`config.mk`:
```
export PLATFORM = sky130hd
export DESIGN_NAME = ipd_frame_deframer
export DESIGN_NICKNAME = d
export VERILOG_FILES = /design/src/ipdd_pkg.sv /design/src/ipdd_front.sv /design/src/ipdd_queue.sv /design/src/ipdd_back.sv /design/src/ipd_frame_deframer.sv
export SDC_FILE = /design/constraint.sdc
export NUM_CORES = 1
export LEC_CHECK = 0
export ABC_CLOCK_PERIOD_IN_PS = 15200
export BUFFER_PORTS_ARGS = -buffer_cell sky130_fd_sc_hd__buf_2
export CORE_MARGIN = 2
export CORE_UTILIZATION = 66
export DETAILED_ROUTE_END_ITERATION = 16
export PLACE_DENSITY_LB_ADDON = 0.3
export SYNTH_ARGS = -nofsm -noshare
export SYNTH_HDL_FRONTEND = slang
export SYNTH_SLANG_ARGS = --single-unit
```
`constraint.sdc`:
```
create_clock -name clk -period 15.2 [get_ports clk]
set_clock_uncertainty 0.15 [all_clocks]
set_input_delay 0.76 -clock clk [delete_from_list [all_inputs] [get_ports clk]]
set_output_delay 0.76 -clock clk [all_outputs]
set_load 0.1 [all_outputs]
```
`src/ipdd_pkg.sv`:
```
// Shared types and constants for the IPD frame deframer.
// Holds the beat classification record, status codes and header table.
// No dependencies.
`default_nettype none

package ipdd_pkg;

  localparam int LENGTH_BITS_DEF = 16;
  localparam int MAX_LINK_DEF    = 4;
  localparam int QUEUE_DEPTH     = 2;

  localparam int HDR_LEN   = 7;
  localparam int HIDX_W    = 10;
  localparam int TMO_W     = 16;
  localparam int HLIM_W    = 11;
  localparam int CFG_W     = 16;
  localparam int FLEN_W    = 16;
  localparam int LID_W     = 3;
  localparam int TDATA_W   = 32;

  localparam logic [HIDX_W-1:0] ID_POS    = HIDX_W'(7);
  localparam logic [HIDX_W-1:0] COMMA_POS = HIDX_W'(8);
  localparam logic [HLIM_W-1:0] HLIM_MAX  = HLIM_W'(1024);
  localparam logic [HIDX_W-1:0] HTHR_MAX  = HIDX_W'(1023);
  localparam logic [HIDX_W-1:0] HTHR_RST  = HIDX_W'(63);

  localparam logic [7:0] CH_CR    = 8'd13;
  localparam logic [7:0] CH_COMMA = 8'd44;
  localparam logic [7:0] CH_COLON = 8'd58;
  localparam logic [7:0] CH_ZERO  = 8'd48;
  localparam logic [7:0] CH_NINE  = 8'd57;

  localparam logic [7:0] HDR_TAB [HDR_LEN] = '{8'd13, 8'd10, 8'd43, 8'd73, 8'd80, 8'd68, 8'd44};

  typedef enum logic [0:0] {
    REG_TIMEOUT   = 1'b0,
    REG_HDR_LIMIT = 1'b1
  } reg_idx_e;

  typedef enum logic [2:0] {
    ST_PAYLOAD  = 3'd0,
    ST_EMPTY    = 3'd1,
    ST_MISMATCH = 3'd2,
    ST_BAD_ID   = 3'd3,
    ST_HDR_LONG = 3'd4,
    ST_LEN_OVF  = 3'd5,
    ST_TIMEOUT  = 3'd6
  } status_e;

  typedef struct packed {
    logic               tick;
    logic [7:0]         data;
    logic               is_cr;
    logic               is_comma;
    logic               is_colon;
    logic               is_digit;
    logic [3:0]         digit;
    logic               id_ok;
    logic [HDR_LEN-1:0] hdr_match;
  } beat_cls_t;

endpackage

`default_nettype wire

```
`src/ipdd_front.sv`:
```
// Front end of the IPD frame deframer: takes input beats and classifies them.
// Depends on ipdd_pkg; feeds ipdd_queue.
`default_nettype none

module ipdd_front #(
  parameter int MAX_LINK = ipdd_pkg::MAX_LINK_DEF
) (
  input  wire logic                s_axis_tvalid,
  output logic                     s_axis_tready,
  input  wire logic [7:0]          s_axis_tdata,
  input  wire logic [0:0]          s_axis_tuser,
  input  wire logic                q_full,
  output logic                     push,
  output ipdd_pkg::beat_cls_t      push_item
);
  import ipdd_pkg::*;

  logic [7:0] rel;

  assign s_axis_tready = !q_full;
  assign push          = s_axis_tvalid && !q_full;
  assign rel           = s_axis_tdata - CH_ZERO;

  always_comb begin
    push_item          = '0;
    push_item.tick     = s_axis_tuser[0];
    push_item.data     = s_axis_tdata;
    push_item.is_cr    = (s_axis_tdata == CH_CR);
    push_item.is_comma = (s_axis_tdata == CH_COMMA);
    push_item.is_colon = (s_axis_tdata == CH_COLON);
    push_item.is_digit = (s_axis_tdata >= CH_ZERO) && (s_axis_tdata <= CH_NINE);
    push_item.digit    = rel[3:0];
    push_item.id_ok    = (s_axis_tdata >= CH_ZERO) && (rel <= 8'(MAX_LINK));
    for (int k = 0; k < HDR_LEN; k++) begin
      push_item.hdr_match[k] = (s_axis_tdata == HDR_TAB[k]);
    end
  end

endmodule

`default_nettype wire

```
`src/ipdd_queue.sv`:
```
// Short queue of classified beats between the front and back ends.
// Depends on ipdd_pkg.
`default_nettype none

module ipdd_queue (
  input  wire logic                clk,
  input  wire logic                rst,
  input  wire logic                push,
  input  wire ipdd_pkg::beat_cls_t push_item,
  output logic                     full,
  input  wire logic                pop,
  output logic                     not_empty,
  output ipdd_pkg::beat_cls_t      pop_item
);
  import ipdd_pkg::*;

  localparam int PTR_W = (QUEUE_DEPTH > 1) ? $clog2(QUEUE_DEPTH) : 1;
  localparam int CNT_W = $clog2(QUEUE_DEPTH + 1);

  beat_cls_t        mem [QUEUE_DEPTH];
  logic [PTR_W-1:0] wr_ptr;
  logic [PTR_W-1:0] rd_ptr;
  logic [CNT_W-1:0] count;
  logic             do_push;
  logic             do_pop;

  assign full      = (count == CNT_W'(QUEUE_DEPTH));
  assign not_empty = (count != '0);
  assign do_push   = push && !full;
  assign do_pop    = pop && not_empty;
  assign pop_item  = mem[rd_ptr];

  always_ff @(posedge clk) begin
    if (do_push) begin
      mem[wr_ptr] <= push_item;
    end
  end

  always_ff @(posedge clk) begin
    if (rst) begin
      wr_ptr <= '0;
      rd_ptr <= '0;
      count  <= '0;
    end else begin
      if (do_push) begin
        wr_ptr <= (wr_ptr == PTR_W'(QUEUE_DEPTH - 1)) ? '0 : wr_ptr + 1'b1;
      end
      if (do_pop) begin
        rd_ptr <= (rd_ptr == PTR_W'(QUEUE_DEPTH - 1)) ? '0 : rd_ptr + 1'b1;
      end
      if (do_push && !do_pop) begin
        count <= count + 1'b1;
      end else if (do_pop && !do_push) begin
        count <= count - 1'b1;
      end
    end
  end

endmodule

`default_nettype wire

```
`src/ipdd_back.sv`:
```
// Back end of the IPD frame deframer: header parser, payload counter, timer,
// configuration registers and the output register. Depends on ipdd_pkg.
`default_nettype none

module ipdd_back #(
  parameter int LENGTH_BITS = ipdd_pkg::LENGTH_BITS_DEF,
  parameter int MAX_LINK    = ipdd_pkg::MAX_LINK_DEF
) (
  input  wire logic                          clk,
  input  wire logic                          rst,
  input  wire logic                          cfg_we,
  input  wire logic [0:0]                    cfg_addr,
  input  wire logic [ipdd_pkg::CFG_W-1:0]    cfg_data,
  input  wire logic                          q_not_empty,
  input  wire ipdd_pkg::beat_cls_t           q_item,
  output logic                               pop,
  output logic                               m_axis_tvalid,
  input  wire logic                          m_axis_tready,
  output logic [ipdd_pkg::TDATA_W-1:0]       m_axis_tdata,
  output logic [2:0]                         m_axis_tuser,
  output logic                               m_axis_tlast
);
  import ipdd_pkg::*;

  localparam int LB    = LENGTH_BITS;
  localparam int FID_W = (MAX_LINK > 0) ? $clog2(MAX_LINK + 1) : 1;

  logic [TMO_W-1:0]  timeout_ticks;
  logic [HIDX_W-1:0] header_thr;

  logic              in_payload, in_payload_next;
  logic [HIDX_W-1:0] header_index, header_index_next;
  logic [FID_W-1:0]  frame_id, frame_id_next;
  logic [LB-1:0]     length_accum, length_accum_next;
  logic [LB-1:0]     bytes_left, bytes_left_next;
  logic [TMO_W-1:0]  idle_ticks, idle_ticks_next;

  logic [TMO_W-1:0]  idle_inc;
  logic [LB+3:0]     len_grown;
  logic [HLIM_W-1:0] hlim_wr;

  logic              res_valid;
  status_e           res_status;
  logic [7:0]        res_byte;
  logic              res_last;
  logic              do_fail;
  logic              do_clear;
  logic              advance;
  logic              reexam;
  status_e           fail_code;

  logic [LB+FLEN_W-1:0]   len_ext;
  logic [FID_W+LID_W-1:0] fid_ext;

  assign pop       = q_not_empty && (!m_axis_tvalid || m_axis_tready);
  assign idle_inc  = (idle_ticks != '1) ? idle_ticks + 1'b1 : idle_ticks;
  assign len_grown = ({4'b0, length_accum} << 3) + ({4'b0, length_accum} << 1)
                   + (LB+4)'(q_item.digit);
  assign hlim_wr   = cfg_data[HLIM_W-1:0];
  assign len_ext   = {{FLEN_W{1'b0}}, length_accum};
  assign fid_ext   = {{LID_W{1'b0}}, frame_id};

  always_comb begin
    in_payload_next   = in_payload;
    header_index_next = header_index;
    frame_id_next     = frame_id;
    length_accum_next = length_accum;
    bytes_left_next   = bytes_left;
    idle_ticks_next   = idle_ticks;
    res_valid         = 1'b0;
    res_status        = ST_PAYLOAD;
    res_byte          = '0;
    res_last          = 1'b0;
    do_fail           = 1'b0;
    do_clear          = 1'b0;
    advance           = 1'b0;
    reexam            = 1'b0;
    fail_code         = ST_MISMATCH;

    if (pop) begin
      if (q_item.tick) begin
        if (timeout_ticks != '0) begin
          if (idle_inc >= timeout_ticks) begin
            do_fail   = 1'b1;
            fail_code = ST_TIMEOUT;
          end else begin
            idle_ticks_next = idle_inc;
          end
        end
      end else if (in_payload) begin
        bytes_left_next = bytes_left - 1'b1;
        res_valid       = 1'b1;
        res_byte        = q_item.data;
        if (bytes_left == LB'(1)) begin
          res_last = 1'b1;
          do_clear = 1'b1;
        end
      end else if (header_index >= header_thr) begin
        do_fail   = 1'b1;
        fail_code = ST_HDR_LONG;
        reexam    = (header_index != '0);
      end else if (header_index < HIDX_W'(HDR_LEN)) begin
        if (!q_item.hdr_match[header_index[2:0]]) begin
          do_fail   = 1'b1;
          fail_code = ST_MISMATCH;
          reexam    = (header_index != '0);
        end else begin
          advance = 1'b1;
        end
      end else if (header_index == ID_POS) begin
        if (!q_item.id_ok) begin
          do_fail   = 1'b1;
          fail_code = ST_BAD_ID;
          reexam    = 1'b1;
        end else begin
          frame_id_next = FID_W'(q_item.digit);
          advance       = 1'b1;
        end
      end else if (header_index == COMMA_POS) begin
        if (!q_item.is_comma) begin
          do_fail   = 1'b1;
          fail_code = ST_MISMATCH;
          reexam    = 1'b1;
        end else begin
          advance = 1'b1;
        end
      end else if (q_item.is_digit) begin
        if (len_grown[LB+3:LB] != 4'b0) begin
          do_fail   = 1'b1;
          fail_code = ST_LEN_OVF;
          reexam    = 1'b1;
        end else begin
          length_accum_next = len_grown[LB-1:0];
          advance           = 1'b1;
        end
      end else if (q_item.is_colon) begin
        if (length_accum == '0) begin
          res_valid  = 1'b1;
          res_status = ST_EMPTY;
          do_clear   = 1'b1;
        end else begin
          in_payload_next   = 1'b1;
          bytes_left_next   = length_accum;
          header_index_next = '0;
          idle_ticks_next   = '0;
        end
      end else begin
        do_fail   = 1'b1;
        fail_code = ST_MISMATCH;
        reexam    = 1'b1;
      end
    end

    if (advance) begin
      header_index_next = header_index + 1'b1;
      idle_ticks_next   = '0;
    end

    if (do_fail) begin
      res_valid  = 1'b1;
      res_status = fail_code;
      do_clear   = 1'b1;
    end

    if (do_clear) begin
      in_payload_next   = 1'b0;
      header_index_next = '0;
      frame_id_next     = '0;
      length_accum_next = '0;
      bytes_left_next   = '0;
      idle_ticks_next   = '0;
      if (reexam && q_item.is_cr) begin
        header_index_next = HIDX_W'(1);
      end
    end
  end

  always_ff @(posedge clk) begin
    if (rst) begin
      timeout_ticks <= '0;
      header_thr    <= HTHR_RST;
    end else if (cfg_we) begin
      unique case (reg_idx_e'(cfg_addr))
        REG_TIMEOUT: begin
          timeout_ticks <= cfg_data[TMO_W-1:0];
        end
        REG_HDR_LIMIT: begin
          if (hlim_wr == '0) begin
            header_thr <= '0;
          end else if (hlim_wr > HLIM_MAX) begin
            header_thr <= HTHR_MAX;
          end else begin
            header_thr <= HIDX_W'(hlim_wr - 1'b1);
          end
        end
        default: begin
        end
      endcase
    end
  end

  always_ff @(posedge clk) begin
    if (rst) begin
      in_payload    <= 1'b0;
      header_index  <= '0;
      frame_id      <= '0;
      length_accum  <= '0;
      bytes_left    <= '0;
      idle_ticks    <= '0;
      m_axis_tvalid <= 1'b0;
    end else begin
      in_payload    <= in_payload_next;
      header_index  <= header_index_next;
      frame_id      <= frame_id_next;
      length_accum  <= length_accum_next;
      bytes_left    <= bytes_left_next;
      idle_ticks    <= idle_ticks_next;
      if (res_valid) begin
        m_axis_tvalid <= 1'b1;
      end else if (m_axis_tready) begin
        m_axis_tvalid <= 1'b0;
      end
    end
  end

  always_ff @(posedge clk) begin
    if (res_valid) begin
      m_axis_tdata <= {5'b0, len_ext[FLEN_W-1:0], fid_ext[LID_W-1:0], res_byte};
      m_axis_tuser <= res_status;
      m_axis_tlast <= res_last;
    end
  end

  a_fid_range: assert property (@(posedge clk) disable iff (rst)
    frame_id <= FID_W'(MAX_LINK))
    else $error("frame id beyond highest link");

  a_payload_idx: assert property (@(posedge clk) disable iff (rst)
    in_payload |-> (header_index == '0))
    else $error("header index not cleared during payload");

  a_payload_left: assert property (@(posedge clk) disable iff (rst)
    in_payload |-> (bytes_left != '0))
    else $error("payload phase with no bytes left");

endmodule

`default_nettype wire

```
`src/ipd_frame_deframer.sv`:
```
// IPD frame deframer top level: front classifier, beat queue and back end.
// Depends on ipdd_pkg, ipdd_front, ipdd_queue and ipdd_back.
//
// The slave stream carries one beat per UART byte or timer tick (tuser = 1
// marks a tick). The deframer recognizes "\r\n+IPD,<id>,<len>:<payload>" and
// the master stream returns at most one beat per input beat: payload bytes
// (tlast on the final byte), an empty-frame mark, or an error code in tuser.
// The configuration port sets the tick timeout and the header length limit;
// the user must write it only while no beats are in flight; the block does not enforce this.
// A result beat passes through the beat queue and the output register on its
// way to the master side. Throughput: one beat per cycle while the receiver
// takes the output beats (m_axis_tready high or no beat held).
// A two-beat queue sits between the classifier and the back end, and the
// output register holds a beat the receiver has not taken; while the
// receiver stalls, the queue fills and s_axis_tready drops after two beats.
// Reset (synchronous, active high) clears the parser, empties the queue and
// the output register, and restores the timeout to zero (off) and the
// header limit to 64.
`default_nettype none

module ipd_frame_deframer #(
  parameter int LENGTH_BITS = ipdd_pkg::LENGTH_BITS_DEF,
  parameter int MAX_LINK    = ipdd_pkg::MAX_LINK_DEF
) (
  input  wire logic                        clk,
  input  wire logic                        rst,
  input  wire logic                        cfg_we,
  input  wire logic [0:0]                  cfg_addr,
  input  wire logic [ipdd_pkg::CFG_W-1:0]  cfg_data,
  input  wire logic                        s_axis_tvalid,
  output logic                             s_axis_tready,
  // rx_byte[7:0]
  input  wire logic [7:0]                  s_axis_tdata,
  // cmd[0]
  input  wire logic [0:0]                  s_axis_tuser,
  output logic                             m_axis_tvalid,
  input  wire logic                        m_axis_tready,
  // payload_byte[7:0], link_id[10:8], frame_length[26:11], zero[31:27]
  output logic [ipdd_pkg::TDATA_W-1:0]     m_axis_tdata,
  // status[2:0]
  output logic [2:0]                       m_axis_tuser,
  output logic                             m_axis_tlast
);
  import ipdd_pkg::*;

  logic      q_full;
  logic      q_push;
  beat_cls_t q_push_item;
  logic      q_pop;
  logic      q_not_empty;
  beat_cls_t q_pop_item;

  ipdd_front #(
    .MAX_LINK (MAX_LINK)
  ) u_front (
    .s_axis_tvalid (s_axis_tvalid),
    .s_axis_tready (s_axis_tready),
    .s_axis_tdata  (s_axis_tdata),
    .s_axis_tuser  (s_axis_tuser),
    .q_full        (q_full),
    .push          (q_push),
    .push_item     (q_push_item)
  );

  ipdd_queue u_queue (
    .clk       (clk),
    .rst       (rst),
    .push      (q_push),
    .push_item (q_push_item),
    .full      (q_full),
    .pop       (q_pop),
    .not_empty (q_not_empty),
    .pop_item  (q_pop_item)
  );

  ipdd_back #(
    .LENGTH_BITS (LENGTH_BITS),
    .MAX_LINK    (MAX_LINK)
  ) u_back (
    .clk           (clk),
    .rst           (rst),
    .cfg_we        (cfg_we),
    .cfg_addr      (cfg_addr),
    .cfg_data      (cfg_data),
    .q_not_empty   (q_not_empty),
    .q_item        (q_pop_item),
    .pop           (q_pop),
    .m_axis_tvalid (m_axis_tvalid),
    .m_axis_tready (m_axis_tready),
    .m_axis_tdata  (m_axis_tdata),
    .m_axis_tuser  (m_axis_tuser),
    .m_axis_tlast  (m_axis_tlast)
  );

endmodule

`default_nettype wire
```
==> results of run 1 <==
==> registers in the layout, indices dropped and copies added (netlist names), 2 cells and up, named ones only <==
register	cells
u_back.header_thr	10
u_queue.mem	38
u_back.idle_ticks	16
u_back.header_index	10
u_back.frame_id	3
u_back.m_axis_tdata	27
u_back.bytes_left	16
u_back.length_accum	16
u_back.timeout_ticks	16
u_back.m_axis_tuser	3
u_queue.count	2
==> critical path, cell delays in order, from the launching register on <==
cell      delay (ns)
dfxtp_1         0.50
and3_1          0.21
nand4_1         0.15
nor3_1          0.32
nand2b_1        0.25
and3_1          0.32
nand4_1         0.14
xnor2_1         0.18
ha_1            0.30
a21o_1          0.16
a21o_1          0.16
a21oi_1         0.12
o21ai_0         0.13
a211oi_1        0.31
and3_1          0.68
a21oi_1         0.16
mux2_2          0.29
nor2_1          0.08
==> worst paths after layout <==
check | from | cells past startpoint | endpoint | slack, ns
setup / recovery | u_back.idle_ticks[2] | 17 | u_back.idle_ticks[3] | 10.51
hold / removal | u_back.frame_id[2] | 0 | u_back.m_axis_tdata[10] | 0.29
setup reg to reg | u_back.idle_ticks[2] | 17 | u_back.idle_ticks[3] | 10.51
hold reg to reg | u_back.frame_id[2] | 0 | u_back.m_axis_tdata[10] | 0.29
==> power groups by stage <==
| stage | Clock [uW] | Combinational [uW] | Sequential (uW) |
|---|---|---|---|
| after floorplan | 0 | 181 | 672 |
| after global placement | 0 | 387 | 537 |
| after detailed placement | 0 | 392 | 539 |
| after CTS | 415 | 395 | 530 |
| after global routing | 432 | 420 | 535 |
| final | 413 | 396 | 530 |
==> metrics by stage <==
stage / setup WS [ns] / utilization (%) / power [uW] / cells
4_1_cts: 10.56 / 73.9 / 1340 / 1234
5_1_grt: 10.12 / 73.9 / 1390 / 1234
3_5_place_dp: 10.62 / 69.8 / 931 / 1202
6_report: 10.51 / 73.9 / 1340 / 1234
3_3_place_gp: 10.76 / 69.8 / 924 / 1202
2_1_floorplan: 10.40 / - / 853 / 997
==> metal layers <==
layer	global-route usage, %	routed length, um	part of all wire [%]
met5	0	0	0
met4	11.1	585	2.8
met3	6.55	1350	6.5
met2	45.4	9720	47
met1	38.4	9130	44
==> synthesized netlist by cell type, types with 10 or more instances <==
cell	count	area, sq um
nand2b_1	12	75.1
edfxtp_1	69	2070
a21oi_1	72	360
xor2_1	13	114
nor2b_1	10	62.6
or3_1	11	68.8
dfxtp_1	94	1880
nor4_1	17	106
nand3b_1	10	75.1
o21ai_0	33	165
nor3_1	23	115
inv_1	50	188
a22oi_1	20	150
nand2_1	98	368
nand3_1	21	105
clkbuf_1	22	82.6
nor2_1	115	432
and3_1	13	81.3
nand4_1	13	81.3
a31oi_1	14	87.6
and2_1	11	68.8
mux2i_1	26	260
a21o_1	14	105
xnor2_1	19	166
buf_2	12	60.1
ha_1	64	801
==> area by class of cell <==
class | instances | area (sq um) | share of cell area, %
Timing Repair Buffer | 68 | 353 | 3.47
Sequential cell | 163 | 3950 | 38.9
Clock inverter | 13 | 124 | 1.22
Inverter | 50 | 188 | 1.84
Tap cell | 180 | 225 | 2.21
Multi-Input combinational cell | 741 | 4900 | 48.1
Clock buffer | 19 | 433 | 4.26
==> logic make-up after synthesis <==
| group | share of synthesized area [%] |
|---|---|
| simple gates | 19.5 |
| compound gates | 16.4 |
| flops | 42.8 |
| buf+inv | 4.44 |
| fa+ha+maj | 9.10 |
| mux | 4.64 |
| xor+xnor | 3.03 |
| other cells | 0.0406 |
==> results.txt, run 1 <==
Reg power frac -> 39.6%
Antenna Cells -> 0
CTS tree -> yes
Post-Route WL -> 20.8 mm
status -> finished clean
vias in the first global route -> 7099
final setup fails -> 0
mean number of vias per cell -> 6.26
clk slew on worst S/H paths -> 0.06 ns
final hold violations -> 0
Maximum Capacitance Violations -> 0
asr flop ratio synth -> 0%
f_max -> 213 MHz
layout cell share with drive strength beyond 1 -> 12.8%
Filler cells -> 1040
worst-path maximum fanout -> 19
RSZ-0062 raised after global routing -> false
WHS -> 0.287 ns
clock root buffer -> clkbuf_16
CTS Buf Count -> 17
grt ovf -> 0
final worst-path cycle share -> 30.8%
sum of negative setup slack -> 0 ns
Least-Margin Pin Slew -> 1.12 ns
total number of vias -> 7730
Setup CP Type -> register to register
Synth Instances -> 993
commonest non-fill, non-tap cells in the layout -> nor2_1 (115), nand2_1 (98), dfxtp_1 (94)
CP Capture Type -> register
P_int -> 826 uW
die width -> 122 um
Detail Placement HPWL -> 14.5 mm
Placer Congestion -> 0.907
Syn Std Cell Area -> 0.00924 sq mm
largest net degree at the start of global routing -> 47
flops & latches, synth -> 163
critical path startpoint category -> register
IO Count -> 69
dpl cell area -> 0.00962 sq mm
WP data required -> 15.41 ns
number of port buffers -> 63
Max clock buf depth -> 2
clock sink count -> 163
switching power -> 512 uW
leakage -> 0.00412 uW
starting density of the core -> 67.1%
initial antenna violation count -> 0
area of all placed cells without fillers -> 0.0102 sq mm
Detailed Route Iter0 Violations -> 830
post-CTS setup buffer count -> 0
# nets final -> 1138
global-route wire length before repair -> 33.9 mm
Comb pwr share -> 29.6%
register area share after synthesis -> 42.8%
DRT Pass-1 Iters -> 7
most common cell after layout, fill and taps aside -> nor2_1
Clk pwr share -> 30.8%
Yosys cell types -> 82
Final Max Tran Viols -> 0
CTS Hold Bufs -> 0
cell row count -> 43
Worst VDD drop -> 139 uV
Hold Path Class -> register to register
gr usage total -> 28.7%
Main synth FF type -> dfxtp_1
Synth Warn # -> 0
Core Region -> 0.0138 sq mm
Die Height -> 122 um
H-tree depth -> 4
switching portion of total power -> 38.3%
area grow syn2layout -> 10.1%
PD cells -> 132 mW/mm^2
clock latency on the worst-skew pair -> 0.43 ns
Max transition margin -> 25.3%
mean post-synth cell area -> 9.31 sq um
post-route ant nets -> 0
full die area -> 0.0150 sq mm
Post-synth EDFFs -> 69
post-CTS sizing -> 0
Residual DRC -> 0
DR WL/cell -> 16.8 um
Worst EP arrival -> 4.89 ns
Tmin final -> 4.69 ns
No activity file was read; power rests on OpenSTA's default activity.
==> run 2: changes to the inputs <==
Settings changed: ABC_AREA set to 1, ABC_CLOCK_PERIOD_IN_PS 15200 to 4200, CORE_UTILIZATION 66 to 55.
Clock period 15.2 ns to 4.2 ns, I/O delays scaled along.
==> run 2 against run 1 <==
Core utilization fell by 8.4 points. Cell area rose by 11%. Worst setup slack got worse by 10 ns. First-iteration DRC count fell by 16%. Register-to-register slack got worse by 10 ns. Global-route usage fell by 3.8 points. Cell count rose by 27%. Area after synthesis rose by 4.3%. Non-clock buffer count rose by 46. Critical path type unchanged. Largest power group unchanged. Highest routed layer unchanged.
==> results.txt, run 2 <==
clock sink count -> 163 (unchanged)
number of port buffers -> 63 (unchanged)
final worst-path cycle share -> 93.3% (+63 points)
R2R cell count -> 24 (+7)
flops & latches, synth -> 163 (unchanged)
mean post-synth cell area -> 7.90 sq um (-15%)
Synth Instances -> 1219 (+23%)
Hold Path Depth -> 4 (+4)
top cells by count, synth -> nand2_1 (234), inv_1 (187), nor2_1 (110)
clk slew on worst S/H paths -> 0.06 ns (about the same)
Filler cells -> 1373 (+32%)
post-route ant nets -> 0 (unchanged)
starting density of the core -> 55.9% (-11 points)
die width -> 136 um (+11%)
gr usage total -> 24.9% (-3.8 points)
Setup CP Type -> register to register
Detail Placement HPWL -> 15.9 mm (+9.4%)
WP data required -> 4.19 ns (-11.22 ns)
vias in the first global route -> 7842 (+10%)
layout cell share with drive strength beyond 1 -> 15.8% (+3.0 points)
global-route wire length before repair -> 36.8 mm (+8.6%)
Main synth FF type -> dfxtp_1
Core Region -> 0.0172 sq mm (+25%)
Post-Route WL -> 23.2 mm (+11%)
Antenna Cells -> 0 (unchanged)
asr flop ratio synth -> 0% (unchanged)
Max stage delay on crit path -> 0.34 ns (-0.34 ns)
critical path, cell by cell -> ha_1 -> inv_1 -> nor3_2 -> nand2_1 -> nor3_4 -> nand3_2 -> nor2_4 -> inv_1 -> nand3_1 -> nor2_1 -> xor2_1 -> inv_1 -> ha_1 -> nand2_1 -> inv_1 -> nand3_1 -> o221ai_1 -> nand2_1 -> nand3_1 -> nand3_1 -> nand2_2 -> nand2_4 -> nand2_4 -> clkbuf_16
IO Count -> 69 (unchanged)
Reg area -> 0.00396 sq mm (about the same)
Worst EP arrival -> 3.91 ns (-0.98 ns)
critical path startpoint category -> register
grt ovf -> 0 (unchanged)
final setup fails -> 0 (unchanged)
mean number of vias per cell -> 5.42 (-13%)
Yosys cell types -> 53 (-35%)
Maximum Capacitance Violations -> 0 (unchanged)
area grow syn2layout -> 17.2%
Biggest register -> u_queue.mem
Largest register FFs -> 38 (unchanged)
full die area -> 0.0186 sq mm (+24%)
Detailed Route Iter0 Violations -> 699 (-16%)
biggest regs -> u_queue.mem (38), u_back.m_axis_tdata (27)
Final Max Tran Viols -> 0 (unchanged)
CTS Buf Count -> 17 (unchanged)
Place WS -> 0.0801 ns (-10.54 ns)
initial antenna violation count -> 0 (unchanged)
clock latency on the worst-skew pair -> 0.43 ns (about the same)
Syn Std Cell Area -> 0.00963 sq mm (+4.3%)
Worst VDD drop -> 414 uV (+200%)
CP max-delay cell -> dfxtp_1
leakage -> 0.00489 uW (+19%)
Residual DRC -> 0 (unchanged)
CP Capture Type -> register
Max clock buf depth -> 2 (unchanged)
commonest non-fill, non-tap cells in the layout -> nand2_1 (230), inv_1 (187), nor2_1 (108)
PD cells -> 473 mW/mm^2 (+260%)
most common cell after layout, fill and taps aside -> nand2_1
DR WL/cell -> 14.8 um (-12%)
# nets final -> 1423 (+25%)
DRT Pass-1 Iters -> 5 (-2)
largest net degree at the start of global routing -> 31 (-34%)
clock root buffer -> clkbuf_16
area taken by multi-input logic gates -> 0.00488 sq mm (-0.38%)
worst-path maximum fanout -> 15 (-4)
CTS tree -> yes
Max transition margin -> 37.6% (+12 points)
Hold Path Class -> primary input to register
f_max -> 255 MHz (+20%)
Least-Margin Pin Slew -> 0.935 ns (-0.182 ns)
cell with the most instances after synthesis -> nand2_1
largest cells by area after synthesis -> edfxtp_1 (22%), dfxtp_1 (20%), nand2_1 (9.1%), ha_1 (8.3%), inv_1 (7.3%)
final hold violations -> 0 (unchanged)
WHS -> 0.0241 ns (-0.263 ns)
Yosys top cell area share -> 21.5% (-0.91 points)
cell row count -> 48 (+12%)
Post-synth EDFFs -> 69 (unchanged)
Synth Warn # -> 0 (unchanged)
cell taking the most area after synthesis -> edfxtp_1
Die Height -> 136 um (+11%)
H-tree depth -> 4 (unchanged)
status -> finished clean
Tmin final -> 3.92 ns (-0.767 ns)
Placer Congestion -> 0.919 (+1.4%)
register area share after synthesis -> 41.0% (-1.7 points)
Final Worst Setup Slack -> 0.280 ns (-10.23 ns)
total number of vias -> 8481 (+9.7%)
run 2: critical path, delay by kind of cell (launching register included):
kind / cells / cell delay, ns
flops: 1 / 0.34
buf+inv: 5 / 0.47
compound gates: 1 / 0.17
simple gates: 15 / 1.89
xor+xnor: 1 / 0.18
fa+ha+maj: 2 / 0.43
run 2: worst paths after layout:
kind / startpoint / to / slack (ns)
min: m_axis_tready / u_back.m_axis_tvalid / 0.02
max: u_back.idle_ticks[1] / u_back.m_axis_tdata[26] / 0.28
min reg2reg: u_back.frame_id[1] / u_back.m_axis_tdata[9] / 0.29
max reg2reg: u_back.idle_ticks[1] / u_back.m_axis_tdata[26] / 0.28
run 2: power by group:
group	switching, uW	internal, uW
logic	1400	453
registers	64.2	1860
clock network	713	844
run 2: area by class of cell:
| type | instances | share of cell area [%] |
|---|---|---|
| flip-flops and latches | 163 | 35.0 |
| multi-input cells | 838 | 43.2 |
| clock inverters | 15 | 1.45 |
| repair buffers | 114 | 7.62 |
| clock buffers | 17 | 3.77 |
| inverters | 192 | 6.42 |
| well taps | 225 | 2.49 |
run 2: what timing repair did:
item	4_1_cts	5_1_grt
gates resized for setup	0	28
endpoints found under the hold margin	42	0
setup endpoints to repair	0	92
hold buffers	26	0
buffers inserted	0	3
run 2: per-stage QoR:
step | std cells | util, % | cell area, sq um | power, uW | setup TNS (ns)
finish | 1564 | 65.5 | 11300 | 5340 | 0
global route | 1564 | 65.5 | 11300 | 5550 | -0.0834
CTS | 1557 | 64.3 | 11100 | 5240 | 0
detailed placement | 1499 | 59.4 | 10200 | 3670 | 0
global placement | 1499 | 59.4 | 10200 | 3650 | 0
floorplan | 1223 | - | 9650 | 3310 | 0
run 2: logic make-up after synthesis:
group | synth area share [%]
AO/OA/AOI/OAI | 14.4
flip-flops | 41.0
other | 0.0389
XOR/XNOR | 2.82
multiplexers | 0.520
buffers and inverters | 9.44
AND/OR/NAND/NOR | 23.0
adder cells (fa/ha/maj) | 8.73
run 2: per-layer routing:
layer,track usage [%],vias to the layer above,wire (um)
met5,0,-,0
met4,7.47,0,459
met3,4.36,36,1030
met2,42.6,239,11300
met1,32.1,3941,10400
li1,-,4265,-
